`src/rtl/qn_pkg.sv`:
```
// ----------------------------------------------------------------------------
// qn_pkg
// Item types, control group and fixed widths for the quaternion normalizer.
// ----------------------------------------------------------------------------
package qn_pkg;

	localparam int COMP_W = 16;
	localparam int LANES  = 4;
	localparam int SQ_W   = 2 * COMP_W - 1;	// square of a magnitude up to 2^15
	localparam int SUM_W  = 2 * COMP_W + 1;	// sum of four squares

	typedef struct packed {
		logic signed [COMP_W-1:0] comp_x;
		logic signed [COMP_W-1:0] comp_y;
		logic signed [COMP_W-1:0] comp_z;
		logic signed [COMP_W-1:0] comp_w;
	} quat_t;

	typedef struct packed {
		logic signed [COMP_W-1:0] unit_x;
		logic signed [COMP_W-1:0] unit_y;
		logic signed [COMP_W-1:0] unit_z;
		logic signed [COMP_W-1:0] unit_w;
		logic                     degenerate;
	} unit_t;

	typedef struct packed {
		logic             valid;
		logic             zero;
		logic [LANES-1:0] neg;
	} ctl_t;

endpackage

```
`src/rtl/qn_front.sv`:
```
// ----------------------------------------------------------------------------
// qn_front
// Magnitudes, squares and their sum; seeds the per-lane search accumulators.
// ----------------------------------------------------------------------------
module qn_front
	import qn_pkg::*;
#(
	parameter int FRAC_BITS = 14
) (
	input  logic                 clk,
	input  logic                 arst_n,
	input  logic                 adv,
	input  logic                 quat_valid,
	input  quat_t                quat,
	output ctl_t                 ctl_s3,
	output logic [SUM_W-1:0]     sum_s3,
	output logic [2*COMP_W+2*FRAC_BITS+4:0] acc_a_s3 [LANES],
	output logic [2*COMP_W+2*FRAC_BITS+4:0] acc_b_s3 [LANES],
	output logic [2*COMP_W+2*FRAC_BITS+4:0] rhs_s3 [LANES]
);

	localparam int AW = 2 * COMP_W + 2 * FRAC_BITS + 5;

	logic [COMP_W-1:0] comp  [LANES];
	logic [COMP_W-1:0] mag   [LANES];
	logic [LANES-1:0]  neg;
	ctl_t              ctl_s1, ctl_s2;
	logic [COMP_W-1:0] mag_s1 [LANES];
	logic [SQ_W-1:0]   sq_s2  [LANES];
	logic [SUM_W-1:0]  sum;

	assign comp[0] = quat.comp_x;
	assign comp[1] = quat.comp_y;
	assign comp[2] = quat.comp_z;
	assign comp[3] = quat.comp_w;

	always_comb begin
		for (int k = 0; k < LANES; k++) begin
			neg[k] = comp[k][COMP_W-1];
			// most negative value maps to 2^15 as an unsigned magnitude
			mag[k] = neg[k] ? COMP_W'(~comp[k] + 1'b1) : comp[k];
		end
	end

	always_comb begin
		sum = '0;
		for (int k = 0; k < LANES; k++)
			sum = sum + SUM_W'(sq_s2[k]);
	end

	always_ff @(posedge clk or negedge arst_n) begin
		if (!arst_n) begin
			ctl_s1 <= '0;
			ctl_s2 <= '0;
			ctl_s3 <= '0;
		end else if (adv) begin
			ctl_s1.valid <= quat_valid;
			ctl_s1.zero  <= (quat == '0);
			ctl_s1.neg   <= neg;
			ctl_s2       <= ctl_s1;
			ctl_s3       <= ctl_s2;
		end
	end

	always_ff @(posedge clk) begin
		if (adv) begin
			for (int k = 0; k < LANES; k++) begin
				mag_s1[k]   <= mag[k];
				sq_s2[k]    <= SQ_W'(mag_s1[k]) * SQ_W'(mag_s1[k]);
				rhs_s3[k]   <= AW'(sq_s2[k]) << (2 * FRAC_BITS + 2);
				acc_a_s3[k] <= AW'(sum);
				acc_b_s3[k] <= AW'(~AW'(sum) + 1'b1);
			end
			sum_s3 <= sum;
		end
	end

endmodule

```
`config.mk`:
```
export PLATFORM = sky130hd
export DESIGN_NAME = qn_front
export DESIGN_NICKNAME = d
export VERILOG_FILES = /design/src/rtl/qn_pkg.sv /design/src/rtl/qn_front.sv
export SDC_FILE = /design/constraint.sdc
export NUM_CORES = 2
export LEC_CHECK = 0
export ABC_AREA = 1
export BUFFER_PORTS_ARGS = -buffer_cell sky130_fd_sc_hd__buf_2
export CAP_MARGIN = 15
export CORE_AREA = 5 5 347 349
export CTS_BUF_LIST = sky130_fd_sc_hd__clkbuf_8
export CTS_CLUSTER_DIAMETER = 120
export CTS_CLUSTER_SIZE = 24
export DETAILED_ROUTE_END_ITERATION = 10
export DIE_AREA = 0 0 352 354
export PLACE_DENSITY = 0.66
export SYNTH_ARGS = -nofsm -noshare
export SYNTH_HDL_FRONTEND = slang
export SYNTH_SLANG_ARGS = --single-unit
```
`constraint.sdc`:
```
create_clock -name clk -period 6.6 [get_ports clk]
set_input_delay 1.32 -clock clk [delete_from_list [all_inputs] [get_ports clk]]
set_output_delay 1.32 -clock clk [all_outputs]
set_load 0.01 [all_outputs]
```
==> reports/summary.txt <==
Clk sink count: 419
1st-iter DRT viols: 2454
Clk pin slew, worst setup/hold paths: 0.15 ns
Insertion delay to the later sink of the worst-skew pair: 0.73 ns
WP data required: 7.08 ns
Die width: 352 um
Max Clock Freq: 160 MHz
Min Hold Slack: 0.485 ns
Area leader, netlist: fa_1
Vias per cell: 4.81
Effective utilization at floorplan: 44.9%
Core Region: 117000 sq um
# Post-CTS Setup Buffers: 0
Num CTS Buffers: 26
Clk buf depth: 3
Hold Crit Class: primary input to async pin
Detail Route Antenna Nets: 0
Synth Register Bits: 419
Synth Area in Adders: 37.2%
Fin Setup TNS: 0 ns
Post-synthesis sequential area ratio: 23.8%
Final min period: 6.24 ns
Synth Warn #: 0
Fin nets: 7221
H-tree levels: 1
Cells after synthesis: 5755
Setup crit start: mag_s1[3][7]
Vias in the first global route: 37700
Most common flop cell mapped by yosys: edfxtp_1
CP Max Fanout: 13
Reg-to-reg critical path startpoint: mag_s1[3][7]
Largest net degree at the start of global routing: 162
Max-slew violation count: 0
RSZ-0062 raised after global routing: false
DRT Wirelength: 150000 um
Synthesized area per cell: 9.13 sq um
GRT overflow: 0
Top cells by area, synth: fa_1 27%, edfxtp_1 23%, ha_1 10%, inv_1 10%, buf_4 8.5%
First-pass GRT wire length: 227000 um
DRC viols: 0
Final Non-Filler Cells: 7569
Die Ht: 354 um
Area delta synth->final: 4.06%
Post-synth top area share: 27.0%
Skew final: 0.0415 ns
Hold_buf cts: 0
Routability Congestion: 0.988
Relative slew slack: 39.7%
Asr flop ratio synth: 4.30%
Post-Synthesis Cell Area: 52500 sq um
Worst-Margin Slew: 0.905 ns
Vias: 36400
Rows: 126
Crit start category: flop
Final setup viols: 0
Post-DR wirelength/cell: 19.9 um
Die Area: 125000 sq um
Synth cell types: 53
Root Driver: clkbuf_8
Worst setup EP type: flop
Setup CP Type: flop to flop
Post-synth EDFFs: 401
Drt first pass iters: 6
Post-cts repair resize count: 0
Hpwl dp: 130000 um
CTS tree: built
Number of port buffers: 618
Simple-Gate Fraction of Synth Area: 11.9%
Post-synthesis mux area share: 0.0214%
# IOs: 887
Synth Area in XOR/XNOR: 3.73%
Max Cap Viol: 0
Fin crit share: 94.6%
GR Util All Layers: 24.0%
Share of layout cells above drive strength 1: 13.7%
Final hold vios: 0
Antenna violations before repair: 20
Largest family of logic cells by synthesized area: adder cells
CP Data Arrival Time: 6.73 ns
Status: finished, final reports clean
Synth Area in Compound Gates: 3.60%
Placed Cells: 7517
==> synthesized netlist by cell type (all sizes together), types with 2 or more instances <==
cell type     n
and3          4
o211ai        3
buf         602
nand3b       12
nor2        210
a31oi        21
nor4         12
o21bai       20
xnor2        66
dfrtp        18
a211oi        3
nand4        38
nand2      1040
ha          431
or2          10
a21boi        3
clkinv        4
nor3         38
o21ai       116
o21a          4
and2          3
clkbuf      116
conb          2
inv        1432
fa          708
a31o          4
o31ai         5
a21o          7
xor2        158
nand3       103
edfxtp      401
a21oi       156
==> routing by layer <==
metal | part of all wire (%) | track usage (%) | up-vias
li1 | - | - | 16900
met1 | 40 | 30.4 | 18100
met2 | 47 | 40.3 | 1172
met3 | 9.0 | 6.43 | 171
met4 | 3.7 | 7.43 | 0
met5 | 0 | 0 | -
==> cell usage in the layout, fill, tap and decap left out, types with 116 or more instances in the layout <==
| cell | synthesis | routed |
|---|---|---|
| buf_2 | 1 | 617 |
| nor2_1 | 181 | 181 |
| inv_1 | 1424 | 1431 |
| o21ai_0 | 116 | 116 |
| nand2_1 | 1001 | 1001 |
| fa_1 | 708 | 708 |
| a21oi_1 | 154 | 154 |
| conb_1 | 2 | 271 |
| edfxtp_1 | 401 | 401 |
| ha_1 | 431 | 431 |
| xor2_1 | 158 | 158 |
==> flip-flops by register name, summed over array words and instances, names as in the netlist <==
name      count
acc_a_s3     32
acc_b_s3     65
ctl_s1        6
ctl_s2        6
ctl_s3        6
mag_s1       64
rhs_s3      120
sq_s2       120
==> critical path, cell delays in order (launching register included) <==
cell,delay (ns)
edfxtp_1,0.79
inv_1,0.15
fa_1,0.55
inv_1,0.06
fa_1,0.50
inv_1,0.06
fa_1,0.53
inv_1,0.05
fa_1,0.45
fa_1,0.49
inv_1,0.05
fa_1,0.47
inv_1,0.04
ha_1,0.36
a21oi_1,0.27
o21ai_0,0.14
a21oi_1,0.12
o21ai_0,0.21
a21oi_1,0.39
o21ai_0,0.16
xor2_1,0.16
==> cells by family (layout without fill, tap and decap cells) <==
family	Yosys count	after routing
buf+inv	2154	2160
simple gates	1472	1472
fa+ha+maj	1139	1139
flops	419	419
compound gates	344	344
xor+xnor	224	224
other cells	2	274
mux	1	1
==> cell type report <==
type                       count  area [sq um]
fill                       11300         62500
multi-input combinational   3451         30700
sequential                   419         12500
inverter                    1436          5390
timing repair buffer         680          3590
tap                         1536          1920
clock buffer                  27           372
clock inverter                17           189
antenna                        3          7.51
==> final timing paths <==
path                                end  slack (ns)  depth (start not counted)
min in group clk              ctl_s1[5]        0.50                          2
setup reg to reg           sq_s2[3][29]        0.36                         20
hold / removal                ctl_s1[3]        0.48                          1
max in group asynchronous     ctl_s1[4]        5.83                          1
setup / recovery           sq_s2[3][29]        0.36                         20
hold reg to reg               ctl_s1[5]        0.50                          2
==> through the flow <==
step,area (sq um),utilization [%],worst slack [ns]
after detailed placement,54100,46.2,0.288
final,54700,46.7,0.357
after CTS,54600,46.6,0.246
after global routing,54700,46.7,0.0411
after floorplan,53600,-,0.900
after global placement,54100,46.2,0.310
Power is left out: the tool's default activity adds up to more than one toggle a clock period on the data nets, which glitch-free logic cannot reach.
