$ cat config.mk
export PLATFORM = sky130hd
export DESIGN_NAME = qn_step
export DESIGN_NICKNAME = d
export VERILOG_FILES = /design/src/rtl/qn_pkg.sv /design/src/rtl/qn_step.sv
export SDC_FILE = /design/constraint.sdc
export NUM_CORES = 2
export LEC_CHECK = 0
export ABC_AREA = 0
export BUFFER_PORTS_ARGS = -buffer_cell sky130_fd_sc_hd__buf_2
export CAP_MARGIN = 20
export CORE_AREA = 2 2 680 682
export DETAILED_ROUTE_END_ITERATION = 12
export DIE_AREA = 0 0 682 684
export PLACE_DENSITY_LB_ADDON = 0.3
export SYNTH_ARGS = -nofsm -noshare
export SYNTH_HDL_FRONTEND = slang
export SYNTH_SLANG_ARGS = --single-unit
$ cat constraint.sdc
create_clock -name clk -period 0.9 [get_ports clk]
set_input_delay 0.09 -clock clk [delete_from_list [all_inputs] [get_ports clk]]
set_output_delay 0.09 -clock clk [all_outputs]
set_load 0.005 [all_outputs]
$ cat src/rtl/qn_pkg.sv
// ----------------------------------------------------------------------------
// qn_pkg
// Item types, control group and fixed widths for the quaternion normalizer.
// ----------------------------------------------------------------------------
package qn_pkg;

	localparam int COMP_W = 16;
	localparam int LANES  = 4;
	localparam int SQ_W   = 2 * COMP_W - 1;	// square of a magnitude up to 2^15
	localparam int SUM_W  = 2 * COMP_W + 1;	// sum of four squares

	typedef struct packed {
		logic signed [COMP_W-1:0] comp_x;
		logic signed [COMP_W-1:0] comp_y;
		logic signed [COMP_W-1:0] comp_z;
		logic signed [COMP_W-1:0] comp_w;
	} quat_t;

	typedef struct packed {
		logic signed [COMP_W-1:0] unit_x;
		logic signed [COMP_W-1:0] unit_y;
		logic signed [COMP_W-1:0] unit_z;
		logic signed [COMP_W-1:0] unit_w;
		logic                     degenerate;
	} unit_t;

	typedef struct packed {
		logic             valid;
		logic             zero;
		logic [LANES-1:0] neg;
	} ctl_t;

endpackage

$ cat src/rtl/qn_step.sv
// ----------------------------------------------------------------------------
// qn_step
// One bit of the rounded-quotient search, all four lanes.
// Keeps A = t^2*S and B = t*S for t = 2q-1 and tries t + 2^(BIT+1).
// ----------------------------------------------------------------------------
module qn_step
	import qn_pkg::*;
#(
	parameter int FRAC_BITS = 14,
	parameter int BIT       = 14
) (
	input  logic                 clk,
	input  logic                 arst_n,
	input  logic                 adv,
	input  ctl_t                 ctl_i,
	input  logic [SUM_W-1:0]     sum_i,
	input  logic [2*COMP_W+2*FRAC_BITS+4:0] a_i   [LANES],
	input  logic [2*COMP_W+2*FRAC_BITS+4:0] b_i   [LANES],
	input  logic [2*COMP_W+2*FRAC_BITS+4:0] rhs_i [LANES],
	input  logic [FRAC_BITS:0]   q_i   [LANES],
	output ctl_t                 ctl_sn,
	output logic [SUM_W-1:0]     sum_sn,
	output logic [2*COMP_W+2*FRAC_BITS+4:0] a_sn   [LANES],
	output logic [2*COMP_W+2*FRAC_BITS+4:0] b_sn   [LANES],
	output logic [2*COMP_W+2*FRAC_BITS+4:0] rhs_sn [LANES],
	output logic [FRAC_BITS:0]   q_sn   [LANES]
);

	localparam int AW = 2 * COMP_W + 2 * FRAC_BITS + 5;
	localparam logic [FRAC_BITS:0] ONE = (FRAC_BITS+1)'(1) << FRAC_BITS;

	logic [AW-1:0]    a_try [LANES];
	logic [LANES-1:0] take;

	always_comb begin
		for (int k = 0; k < LANES; k++) begin
			a_try[k] = a_i[k] + (b_i[k] << (BIT + 2)) + (AW'(sum_i) << (2 * BIT + 2));
			// once q reached 1.0 no lower bit may be added
			take[k]  = (q_i[k] != ONE) && (a_try[k] <= rhs_i[k]);
		end
	end

	always_ff @(posedge clk or negedge arst_n) begin
		if (!arst_n)
			ctl_sn <= '0;
		else if (adv)
			ctl_sn <= ctl_i;
	end

	always_ff @(posedge clk) begin
		if (adv) begin
			sum_sn <= sum_i;
			for (int k = 0; k < LANES; k++) begin
				rhs_sn[k] <= rhs_i[k];
				a_sn[k]   <= take[k] ? a_try[k] : a_i[k];
				b_sn[k]   <= take[k] ? (b_i[k] + (AW'(sum_i) << (BIT + 1))) : b_i[k];
				q_sn[k]   <= take[k] ? (q_i[k] | ((FRAC_BITS+1)'(1) << BIT)) : q_i[k];
			end
		end
	end

endmodule

==> results.yml <==
placement:
  finalWeightedCongestion: 0.905
  dp_hpwl_um: 364000
  post-place-cells: 15100
  place_ws_ns: -5.64
  port_buffers: 1760
floorplanning:
  die_w_um: 682
  rows: 249
  die_area_um2: 466000
  fp.coreArea_um2: 459000
  io_pins: 1761
  chipHeight_um: 684
  initial_core_util_pct: 12.8
layout:
  drive_above_1_share_pct: 45.2
  final.fill_count: 49600
  final_cells: 16800
  nets: 12100
  area_growth_pct: 95.4
synth:
  synth_area_um2: 58800
  ys_seq_area_share_pct: 44.9
  synth_cell_types: 92
  synth-edff-count: 873
  synth_ff_type: "edfxtp_1"
  syn_avg_cell_area_um2: 11.1
  synth-async-reset-ratio_pct: 0.683
  yosysWarnings: 0
  synth_seq_cells: 879
  synth_cells: 5316
  syn_nets: 6978
sta:
  skew_ns: 0
  maxSlewViolCount: 0
  rsz0062_at_grt: "true"
  finalWorstSetupSlack_ns: -4.28
  period_minus_slack_ns: 5.18
  worst_pin_slew_ns: 0.749
  max_freq_mhz: 193
  slew_headroom_pct: 49.5
  whs_ns: -0.609
  setup-violations-final: 1563
  hold_viol_final: 10
  post-route-period-util_pct: 575
power:
  power.leakage_uw: 0.0527
  max-vdd-ir-drop_v: 0.00177
  finalPower_uw: 232000
  power_density_nw_per_um2: 2020
run_status:
  outcome: "complete, but fails checks"
  violations: "negative hold slack, negative setup slack"
detailed_routing:
  routed_wire_length_per_instance_um: 26.0
  routed_wl_um: 436000
  ant_nets: 0
  first_pass_iters: 8
  drc: 0
  vias_per_cell: 3.86
  vias: 64900
  drt_iter0_markers: 3803
grt:
  first_global_vias: 65400
  grt_overflow: 0
  grt_max_degree: 53
  grt_pass1_wl_um: 568000
  grt_use_total_pct: 17.9
  antenna_found_initial: 201
cts:
  numCtsBuffers: 123
  worstSkewPairLatency_ns: 0.87
  cts_tree: "done"
  clockRootBuffer: "clkbuf_16"
  clkTransAtPathRegs_ns: 0.06
  htree_levels: 3
  cts.path.max_buffers: 4
  cts_sinks: 879
setup_path:
  required_ns: 1.52
  slowest_stage: "fa_1"
  critPathLaunchType: "primary input"
  worstSetupPathType: "in -> reg"
  path_max_fanout: 8
  max_stage_delay_ns: 0.53
  crit_top_cell: "buf_6"
  r2r_cells: 1
  end_kind: "flop"
  arrival_ns: 5.80
min_path:
  hold_depth: 1
  hp-class: "in -> reg"
job:
  maxCapViolCount: 0
through the flow:
stage                     setup TNS (ns)  instance area (µm²)  util, %
after floorplan                 -1563.17                60000        -
after global placement          -2336.34                92200     20.1
after detailed placement        -2351.37                92200     20.1
after CTS                       -2193.93               113000     24.5
after global routing            -2247.46               115000     25.0
final                           -2134.87               115000     25.0
synth_stat cells, types with 63 or more instances:
cell type / instances / area [µm²]
edfxtp_1: 873 / 26200
ha_1: 640 / 8010
nand2_1: 471 / 1770
a21oi_1: 430 / 2150
inv_1: 393 / 1480
a21o_1: 339 / 2540
nor2_1: 282 / 1060
o21ai_0: 208 / 1040
xnor2_1: 185 / 1620
xor2_1: 161 / 1410
fa_1: 140 / 2800
mux2_2: 136 / 1530
nand4_1: 107 / 669
clkbuf_1: 96 / 360
nand3_1: 73 / 365
nor3_1: 63 / 315
cell families after synthesis:
family,Yosys count,share of synthesized area (%)
AOI/OAI and AO/OA,1356,15.0
xor gates and xnor gates,347,5.18
adders and majority gates,780,18.4
buffers and inverters,512,3.30
DFF,879,44.9
muxes,143,2.73
and+or+nand+nor,1299,10.5
repair_timing:
item	CTS	global route
endpoints found under the hold margin	1494	27
resized for setup	513	358
setup buffers	121	46
cloned	29	11
hold buffers	1226	27
pin swaps	186	127
endpoints found under the setup margin	1279	1289
report_power, final:
part	internal (µW)	switching [µW]
sequential	54800	3630
clock	29700	22100
combinational	61000	61000
metal layers:
layer  up-vias  global-route usage, %  routed length (µm)
li1      30200                      -                   -
met1     31800                   21.4              177000
met2      2233                   31.0              210000
met3       638                   4.68               32100
met4        38                   5.60               17100
met5         -                      0                 256
worst max-delay path, delay by kind of cell:
kind | cells | cell delay, ns
AOI/OAI and AO/OA | 7 | 1.78
adders and majority gates | 3 | 1.07
buffers and inverters | 10 | 1.19
and+or+nand+nor | 7 | 1.18
xor gates and xnor gates | 3 | 0.47
state kept, by name (all words and copies together), names as in the netlist:
signal and cells:
a_sn 260, b_sn 260, rhs_sn 260, ctl_sn 6
sum_sn 33, q_sn 60
area by class of cell:
cell class	count	area [µm²]	share of cell area (%)
diodes	82	205	0.179
clock buffers	146	3190	2.77
multi-input cells	3925	34200	29.8
inverters	395	1520	1.33
flip-flops and latches	879	26400	23.0
clock inverters	79	927	0.807
repair buffers	5159	40700	35.5
well taps	6149	7690	6.70
repair inverters	1	30.0	0.0262
layout by cell type (no fill, tap or decap), types with 29 or more instances in the layout:
cell / Yosys / layout
nor3_1: 63 / 43
a21oi_2: 1 / 68
nor2_4: 0 / 58
fa_1: 140 / 137
nor2b_1: 43 / 39
nand4_1: 107 / 107
diode_2: 0 / 82
nand2_4: 0 / 50
clkbuf_16: 0 / 134
nand3_1: 73 / 60
nor2_1: 282 / 202
a31oi_1: 48 / 39
buf_6: 0 / 51
buf_2: 11 / 1719
o21ai_0: 208 / 163
edfxtp_1: 873 / 873
xor2_1: 161 / 158
o21bai_1: 41 / 40
and3_1: 60 / 55
o21a_1: 52 / 52
ha_1: 640 / 610
nand2_2: 0 / 68
buf_12: 0 / 165
nand2_1: 471 / 351
xnor2_1: 185 / 164
a21oi_1: 430 / 349
buf_4: 0 / 1909
a21o_1: 339 / 338
o21ai_1: 10 / 29
mux2_4: 0 / 107
mux2_2: 136 / 30
nand2b_1: 48 / 48
inv_1: 393 / 389
dlygate4sd3_1: 0 / 1253
worst paths after layout:
path | start | to | slack, ns
max in group asynchronous | arst_n | ctl_sn[3] | 0.50
min | b_i[1] | b_sn[1] | -0.61
max reg2reg | ctl_sn[3] | ctl_sn[3] | 0.15
min reg2reg | ctl_sn[0] | ctl_sn[0] | 0.51
max | sum_i[0] | b_sn[250] | -4.28
min in group asynchronous | arst_n | ctl_sn[1] | 0.17
No activity file was read; power rests on OpenSTA's default activity.
