## src/rtl/qn_pkg.sv

```systemverilog
// ----------------------------------------------------------------------------
// qn_pkg
// Item types, control group and fixed widths for the quaternion normalizer.
// ----------------------------------------------------------------------------
package qn_pkg;

	localparam int COMP_W = 16;
	localparam int LANES  = 4;
	localparam int SQ_W   = 2 * COMP_W - 1;	// square of a magnitude up to 2^15
	localparam int SUM_W  = 2 * COMP_W + 1;	// sum of four squares

	typedef struct packed {
		logic signed [COMP_W-1:0] comp_x;
		logic signed [COMP_W-1:0] comp_y;
		logic signed [COMP_W-1:0] comp_z;
		logic signed [COMP_W-1:0] comp_w;
	} quat_t;

	typedef struct packed {
		logic signed [COMP_W-1:0] unit_x;
		logic signed [COMP_W-1:0] unit_y;
		logic signed [COMP_W-1:0] unit_z;
		logic signed [COMP_W-1:0] unit_w;
		logic                     degenerate;
	} unit_t;

	typedef struct packed {
		logic             valid;
		logic             zero;
		logic [LANES-1:0] neg;
	} ctl_t;

endpackage

```

## src/rtl/qn_back.sv

```systemverilog
// ----------------------------------------------------------------------------
// qn_back
// Saturation, sign and the identity result; output register.
// ----------------------------------------------------------------------------
module qn_back
	import qn_pkg::*;
#(
	parameter int FRAC_BITS = 14
) (
	input  logic               clk,
	input  logic               arst_n,
	input  logic               adv,
	input  ctl_t               ctl_i,
	input  logic [FRAC_BITS:0] q_i [LANES],
	output logic               unit_valid,
	output unit_t              unit
);

	localparam longint LIM = (FRAC_BITS < COMP_W - 1) ? (64'd1 << FRAC_BITS)
	                                                  : ((64'd1 << (COMP_W - 1)) - 1);
	localparam logic [FRAC_BITS:0] LIM_Q = (FRAC_BITS+1)'(LIM);

	logic [COMP_W-1:0] res [LANES];
	logic [FRAC_BITS:0] sat;
	unit_t              nxt;

	always_comb begin
		for (int k = 0; k < LANES; k++) begin
			sat    = (q_i[k] > LIM_Q) ? LIM_Q : q_i[k];
			res[k] = ctl_i.neg[k] ? COMP_W'(~COMP_W'(sat) + 1'b1) : COMP_W'(sat);
		end
		if (ctl_i.zero) begin
			nxt.unit_x     = '0;
			nxt.unit_y     = '0;
			nxt.unit_z     = '0;
			nxt.unit_w     = COMP_W'(LIM);
			nxt.degenerate = 1'b1;
		end else begin
			nxt.unit_x     = res[0];
			nxt.unit_y     = res[1];
			nxt.unit_z     = res[2];
			nxt.unit_w     = res[3];
			nxt.degenerate = 1'b0;
		end
	end

	always_ff @(posedge clk or negedge arst_n) begin
		if (!arst_n)
			unit_valid <= 1'b0;
		else if (adv)
			unit_valid <= ctl_i.valid;
	end

	always_ff @(posedge clk) begin
		if (adv)
			unit <= nxt;
	end

endmodule

```

## config.mk

```make
export PLATFORM = sky130hd
export DESIGN_NAME = qn_back
export DESIGN_NICKNAME = d
export VERILOG_FILES = /design/src/rtl/qn_pkg.sv /design/src/rtl/qn_back.sv
export SDC_FILE = /design/constraint.sdc
export NUM_CORES = 1
export LEC_CHECK = 0
export BUFFER_PORTS_ARGS = -buffer_cell sky130_fd_sc_hd__buf_2
export CORE_AREA = 2 2 92 94
export CTS_BUF_LIST = sky130_fd_sc_hd__clkbuf_16
export DETAILED_ROUTE_END_ITERATION = 7
export DIE_AREA = 0 0 94 96
export PLACE_DENSITY = 0.77
export SYNTH_ARGS = -nofsm -noshare
export SYNTH_HDL_FRONTEND = slang
export SYNTH_SLANG_ARGS = --single-unit
```

## constraint.sdc

```tcl
create_clock -name clk -period 1.6 [get_ports clk]
set_clock_uncertainty 0.1 [all_clocks]
set_input_delay 0.16 -clock clk [delete_from_list [all_inputs] [get_ports clk]]
set_output_delay 0.16 -clock clk [all_outputs]
set_load 0.01 [all_outputs]
```

==> metrics, run 1 <==
status complete, but fails checks; failing checks negative setup slack; Avg Vias per Cell 5.65; setup slack, reg-to-reg ~0.72 ns; commonest non-fill, non-tap cell in the layout buf_2; Synth Warn # 0; CP Capture Type flip-flop; Mapped Cells about 380; fin area 6240 um2; fin nets 700; leakage roughly 2.6 nW; ys async rst share 1.52%; R2R cell count 1; DRC viols 0; final hold vios 0; I/O Pins around 140; die height approximately 96 um; post-DP HPWL 8.21 mm; largest net degree at the start of global routing 27; min-delay worst type primary input to async pin; Slew headroom 63.8%; I/O Buffers around 130; Pwr Total 4.97 mW; Critical Path, Cell by Cell buf_6, or4_4, o41ai_4, buf_6, or2b_4, o22ai_2; Max stage delay on crit path ~0.58 ns; H-tree levels 3; Initial Utilization 48.7%; wire length per cell around 16 um; Die ar. approximately 9000 um2; Crit Path Category primary input to flip-flop; worst-skew pair later-pin latency 0.31 ns; TritonCTS clock tree built; Setup violations, final 18; vias in the first global route roughly 3,800; Die Wd between 90 and 100 um; Routed WL between 10 and 15 mm; Fin Hold WS 0.0586 ns; std cell rows 33; gr ovfl total 0; Post-synth top flop edfxtp_1; DR iter-0 viols about 210; critical path arrival 1.77 ns; critical path startpoint category primary input; Worst EP required around 1.7 ns; DRT antenna net count 0; average cell area after synthesis a little over 10 um2; worst-case clock buffer depth 2; RSZ-0062 raised after global routing true; CTS root buffer clkbuf_16; CTS clk-pin slew, worst paths around 0.06 ns; reg2reg end unit_valid$_DFFE_PN0P_; diodes inserted 0; most frequent cells in the layout buf_2 (128), buf_4 (104), edfxtp_1 (65); VDD IR max between 500 and 600 uV; Least-Margin Pin Slew 0.543 ns; CP max stage cell or4_4; r2r startpoint unit_valid$_DFFE_PN0P_; number of synthesized flops with an enable pin 65; Final period util 107%; Syn Std Cell Area 3930 um2; Final min period ~1.7 ns; most used cell along the critical path buf_6; worst-path fanout max 7; fmax roughly 590 MHz; placed inst area ~5600 um2; routed via count 4,165; Synth Register Bits 66; Seq/Total Area, Yosys 50.4%; share of cells above drive strength 1 49.8%; # Max-Cap Violations 0; fin cells 737; GP Congestion ~0.92; global-route usage over all layers 25.5%; Synth cell types 57; Detailed Routing Iterations Pass 1 5; CTS sink count 66; Synth Net Count roughly 460; dpl cells slightly above 700; final worst slack -0.105 ns; Num CTS Buffers 9; global-route wire length before repair roughly 18 mm; final setup TNS -0.973 ns; max-slew violation count 0; PwrDens between 700 and 800 nW/um2; area delta synth->final 58.9%; core box area 8050 um2; antenna violations before repair 0
[worst max-delay path, delay by kind of cell]
kind / cells / cell delay [ns]
buffers and inverters: 2 / 0.27
and+or+nand+nor: 2 / 0.89
AOI/OAI and AO/OA: 2 / 0.45
[per-stage QoR]
| stage | util, % | worst slack (ns) |
|---|---|---|
| 6_report | 77.5 | -0.105 |
| 5_1_grt | 77.5 | -0.147 |
| 4_1_cts | 75.1 | -0.0797 |
| 3_5_place_dp | 69.8 | -0.491 |
| 3_3_place_gp | 69.8 | -0.432 |
| 2_1_floorplan | - | -0.345 |
[cells by family (layout without fill, tap and decap cells)]
kind of cell	Yosys count	count (layout)	share of synthesized area (%)
simple gates	163	163	21.0
compound gates	89	89	17.2
flops	66	66	50.4
xor+xnor	30	30	6.69
buf+inv	28	277	2.68
fa+ha+maj	4	4	1.28
mux	3	3	0.797
[state kept, by name, summed over array words and instances (netlist names)]
register,count
unit,65
unit_valid,1
[worst max path at each step]
| stage | start | end | slack (ns) | depth (start not counted) |
|---|---|---|---|---|
| finish | q_i[5] | unit[7]$_SDFFCE_PP0P_ | -0.10 | 6 |
| global route | q_i[5] | unit[13]$_SDFFCE_PP0P_ | -0.15 | 7 |
| CTS | q_i[5] | unit[7]$_SDFFCE_PP0P_ | -0.08 | 6 |
| floorplan | q_i[29] | unit[27]$_SDFFCE_PP0P_ | -0.35 | 8 |
| detailed placement | q_i[10] | unit[7]$_SDFFCE_PP0P_ | -0.49 | 5 |
| global placement | q_i[10] | unit[7]$_SDFFCE_PP0P_ | -0.43 | 5 |
[routing by layer]
| metal | vias up | track usage, % | part of all wire, % |
|---|---|---|---|
| met5 | - | 0 | 0 |
| li1 | 1942 | - | - |
| met3 | 31 | 4.23 | 7.2 |
| met4 | 0 | 11.6 | 2.2 |
| met1 | 1969 | 32.2 | 40 |
| met2 | 223 | 43.3 | 51 |
[cells in the mapped netlist (3+ instances only)]
cell / count / area (um2)
inv_1: 13 / 48.8
ha_1: 4 / 50.1
xnor2_1: 6 / 52.6
nor3_1: 19 / 95.1
nand2_1: 25 / 93.8
nor3b_1: 5 / 37.5
nor4_1: 8 / 50.1
or2_2: 3 / 18.8
or3_1: 6 / 37.5
a211oi_1: 8 / 60.1
nor2b_1: 5 / 31.3
o21ai_0: 21 / 105
clkbuf_1: 12 / 45.0
nor2_1: 57 / 214
o21a_1: 7 / 52.6
o31ai_1: 9 / 67.6
edfxtp_1: 65 / 1950
o211ai_1: 3 / 22.5
a2111oi_0: 3 / 26.3
nand3_1: 9 / 45.0
a21oi_1: 9 / 45.0
o41ai_1: 7 / 61.3
or4_1: 4 / 30.0
nand2b_1: 11 / 68.8
xor2_1: 24 / 210
[report_power, final]
| group | total (mW) | switching (mW) | internal (mW) |
|---|---|---|---|
| clock | 1.71 | 0.690 | 1.02 |
| sequential | 2.10 | 0.0394 | 2.06 |
| combinational | 1.16 | 0.618 | 0.541 |
[timing repair]
item	4_1_cts	5_1_grt
cloned	0	0
setup buffers	5	3
gates resized for setup	16	38
pin swaps	12	20
endpoints found under the setup margin	21	37
endpoints found under the hold margin	2	0
hold buffers	2	0
[layout make-up]
| cell class | instances | area, um2 |
|---|---|---|
| clock inverters | 7 | 33.8 |
| fillers | 544 | 1810 |
| flip-flops and latches | 66 | 1980 |
| multi-input cells | 289 | 2200 |
| repair buffers | 247 | 1620 |
| inverters | 14 | 52.6 |
| well taps | 105 | 131 |
| clock buffers | 9 | 225 |
Power figures use the tool's default switching activity.
==> run 2, diff against run 1 <==
CORE_AREA = 2 2 88 90   (was 2 2 92 94)
DIE_AREA = 0 0 90 92   (was 0 0 94 96)
PLACE_DENSITY = 0.84   (was 0.77)
SETUP_SLACK_MARGIN = 0.5   (was not set)
==> run 2 against run 1 <==
Against the previous run:
- the run still ends with negative setup slack left
- final area grew 12%
- wire length grew 44%
- total power grew 9.8%
- largest cell class unchanged
- critical endpoint is now unit[37]$_SDFFCE_PP0P_
==> metrics, run 2 (synthesized netlist as in run 1, its figures left out) <==
status complete, but fails checks (unchanged); failing checks negative setup slack (unchanged); gr ovfl total 0 (unchanged); Die ar. 8280 um2 (was 9020 um2); placed inst area 5840 um2 (was 5620 um2); largest net degree at the start of global routing 49 (was 27); min-delay worst type primary input to async pin (unchanged); global-route usage over all layers 35.2% (was 25.5%); Die Wd 90 um (was 94 um); Worst EP required 1.50 ns (was 1.67 ns); Detailed Routing Iterations Pass 1 6 (was 5); antenna violations before repair 0 (unchanged); wire length per cell 23.1 um (was 16.5 um); Initial Utilization 52.7% (was 48.7%); max-slew violation count 0 (unchanged); fin nets 723 (was 700); Final period util 134% (was 107%); Num CTS Buffers 9 (unchanged); fmax 465 MHz (was 587 MHz); # Max-Cap Violations 0 (unchanged); DR iter-0 viols 410 (was 213); final setup TNS -2.75 ns (was -0.973 ns); vias in the first global route 4,521 (was 3,832); commonest non-fill, non-tap cell in the layout buf_2 (unchanged); H-tree levels 3 (unchanged); Setup violations, final 24 (was 18); Routed WL 17.5 mm (was 12.1 mm); global-route wire length before repair 23.0 mm (was 18.0 mm); fin area 7010 um2 (was 6240 um2); Avg Vias per Cell 6.41 (was 5.65); critical path arrival 2.05 ns (was 1.77 ns); PwrDens 779 nW/um2 (was 797 nW/um2); diodes inserted 0 (unchanged); max reg flops 65 (unchanged); VDD IR max 652 uV (was 558 uV); DRC viols 0 (unchanged); std cell rows 32 (was 33); DRT antenna net count 0 (unchanged); share of cells above drive strength 1 58.8% (was 49.8%); worst-case clock buffer depth 2 (unchanged); die height 92 um (was 96 um); CTS sink count 66 (unchanged); GP Congestion 0.898 (was 0.919); Crit Path Category primary input to flip-flop (unchanged); routed via count 4,856 (was 4,165); most frequent cells in the layout buf_2 (109), buf_4 (101), edfxtp_1 (65) (was buf_2 (128), buf_4 (104), edfxtp_1 (65)); I/O Pins 135 (unchanged); I/O Buffers 134 (unchanged); worst-path fanout max 4 (was 7); critical path startpoint category primary input (unchanged); post-DP HPWL 8.52 mm (was 8.21 mm); CP Capture Type flip-flop (unchanged); RSZ-0062 raised after global routing true (unchanged); TritonCTS clock tree built (unchanged); Slew headroom 33.4% (was 63.8%); CTS root buffer clkbuf_16 (unchanged); leading registers by flop count unit x65, unit_valid x1 (unchanged); Least-Margin Pin Slew 0.974 ns (was 0.543 ns); core box area 7450 um2 (was 8050 um2); Reg with most FFs unit (unchanged); final hold vios 0 (unchanged); final worst slack -0.551 ns (was -0.105 ns); worst-skew pair later-pin latency 0.33 ns (was 0.31 ns); Final min period 2.15 ns (was 1.70 ns); leakage 2.97 nW (was 2.64 nW); area delta synth->final 78.7% (was 58.9%); CTS clk-pin slew, worst paths 0.06 ns (about the same)
==> run 2: cell types whose count changed in the layout (fill, tap and decap cells not counted), sizes merged <==
cell	before	now
buf	245	268
clkinvlp	2	0
bufinv	0	1
clkinv	3	4
==> run 2: through the flow <==
stage | instances | worst slack, ns | hold slack, ns | utilization, % | power [mW]
after floorplan | 383 | -0.336 | -0.236 | - | 2.64
after global placement | 707 | -0.444 | -0.165 | 78.4 | 3.19
after detailed placement | 707 | -0.478 | -0.163 | 78.4 | 3.24
after CTS | 747 | -0.0672 | 0.0361 | 89.8 | 5.20
after global routing | 757 | -0.475 | 0.0717 | 94.2 | 5.58
final | 757 | -0.551 | 0.0631 | 94.2 | 5.46
==> run 2: report_power, final <==
part	switching, mW	internal, mW
logic	0.784	0.657
registers	0.0496	2.07
clock network	0.730	1.18
total	1.56	3.90
==> run 2: path summary, 6_finish.rpt <==
kind | slack, ns | startpoint | end | cells after the start
min reg2reg | 0.52 | unit_valid$_DFFE_PN0P_ | unit_valid$_DFFE_PN0P_ | 2
min in group clk | 0.08 | q_i[54] | unit[58]$_SDFFCE_PP0P_ | 3
min | 0.06 | arst_n | unit_valid$_DFFE_PN0P_ | 2
max in group asynchronous | 1.25 | arst_n | unit_valid$_DFFE_PN0P_ | 2
max reg2reg | 0.62 | unit_valid$_DFFE_PN0P_ | unit_valid$_DFFE_PN0P_ | 2
max | -0.55 | q_i[32] | unit[37]$_SDFFCE_PP0P_ | 6
==> run 2: repair_timing <==
| action | 4_1_cts | 5_1_grt |
|---|---|---|
| pin swaps | 59 | 28 |
| hold buffers | 2 | 0 |
| endpoints found under the setup margin | 80 | 113 |
| resized for setup | 75 | 54 |
| endpoints found under the hold margin | 2 | 0 |
| buffers inserted | 22 | 10 |
| cloned | 0 | 0 |
==> run 2: critical path, cell delays in order <==
cell and delay, ns:
buf_6 0.10, buf_6 0.11, nor4_4 0.34, nand3_2 0.16
o21a_1 0.29, a2111oi_0 0.87
==> run 2: per-layer routing <==
layer	GRT usage, %	up-vias	share of wire [%]
met3	4.11	110	9.5
met5	0	-	0
li1	-	1995	-
met4	18.3	0	5.9
met1	41.9	2288	34
met2	63.0	463	51
==> run 2: cell type report <==
type                    count  area [um2]
clock buffers               9         225
clock inverters             7        53.8
fillers                   230         433
inverters                  14        65.1
multi-input cells         289        2560
flip-flops and latches     66        1980
well taps                 102         128
repair buffers            270        2010
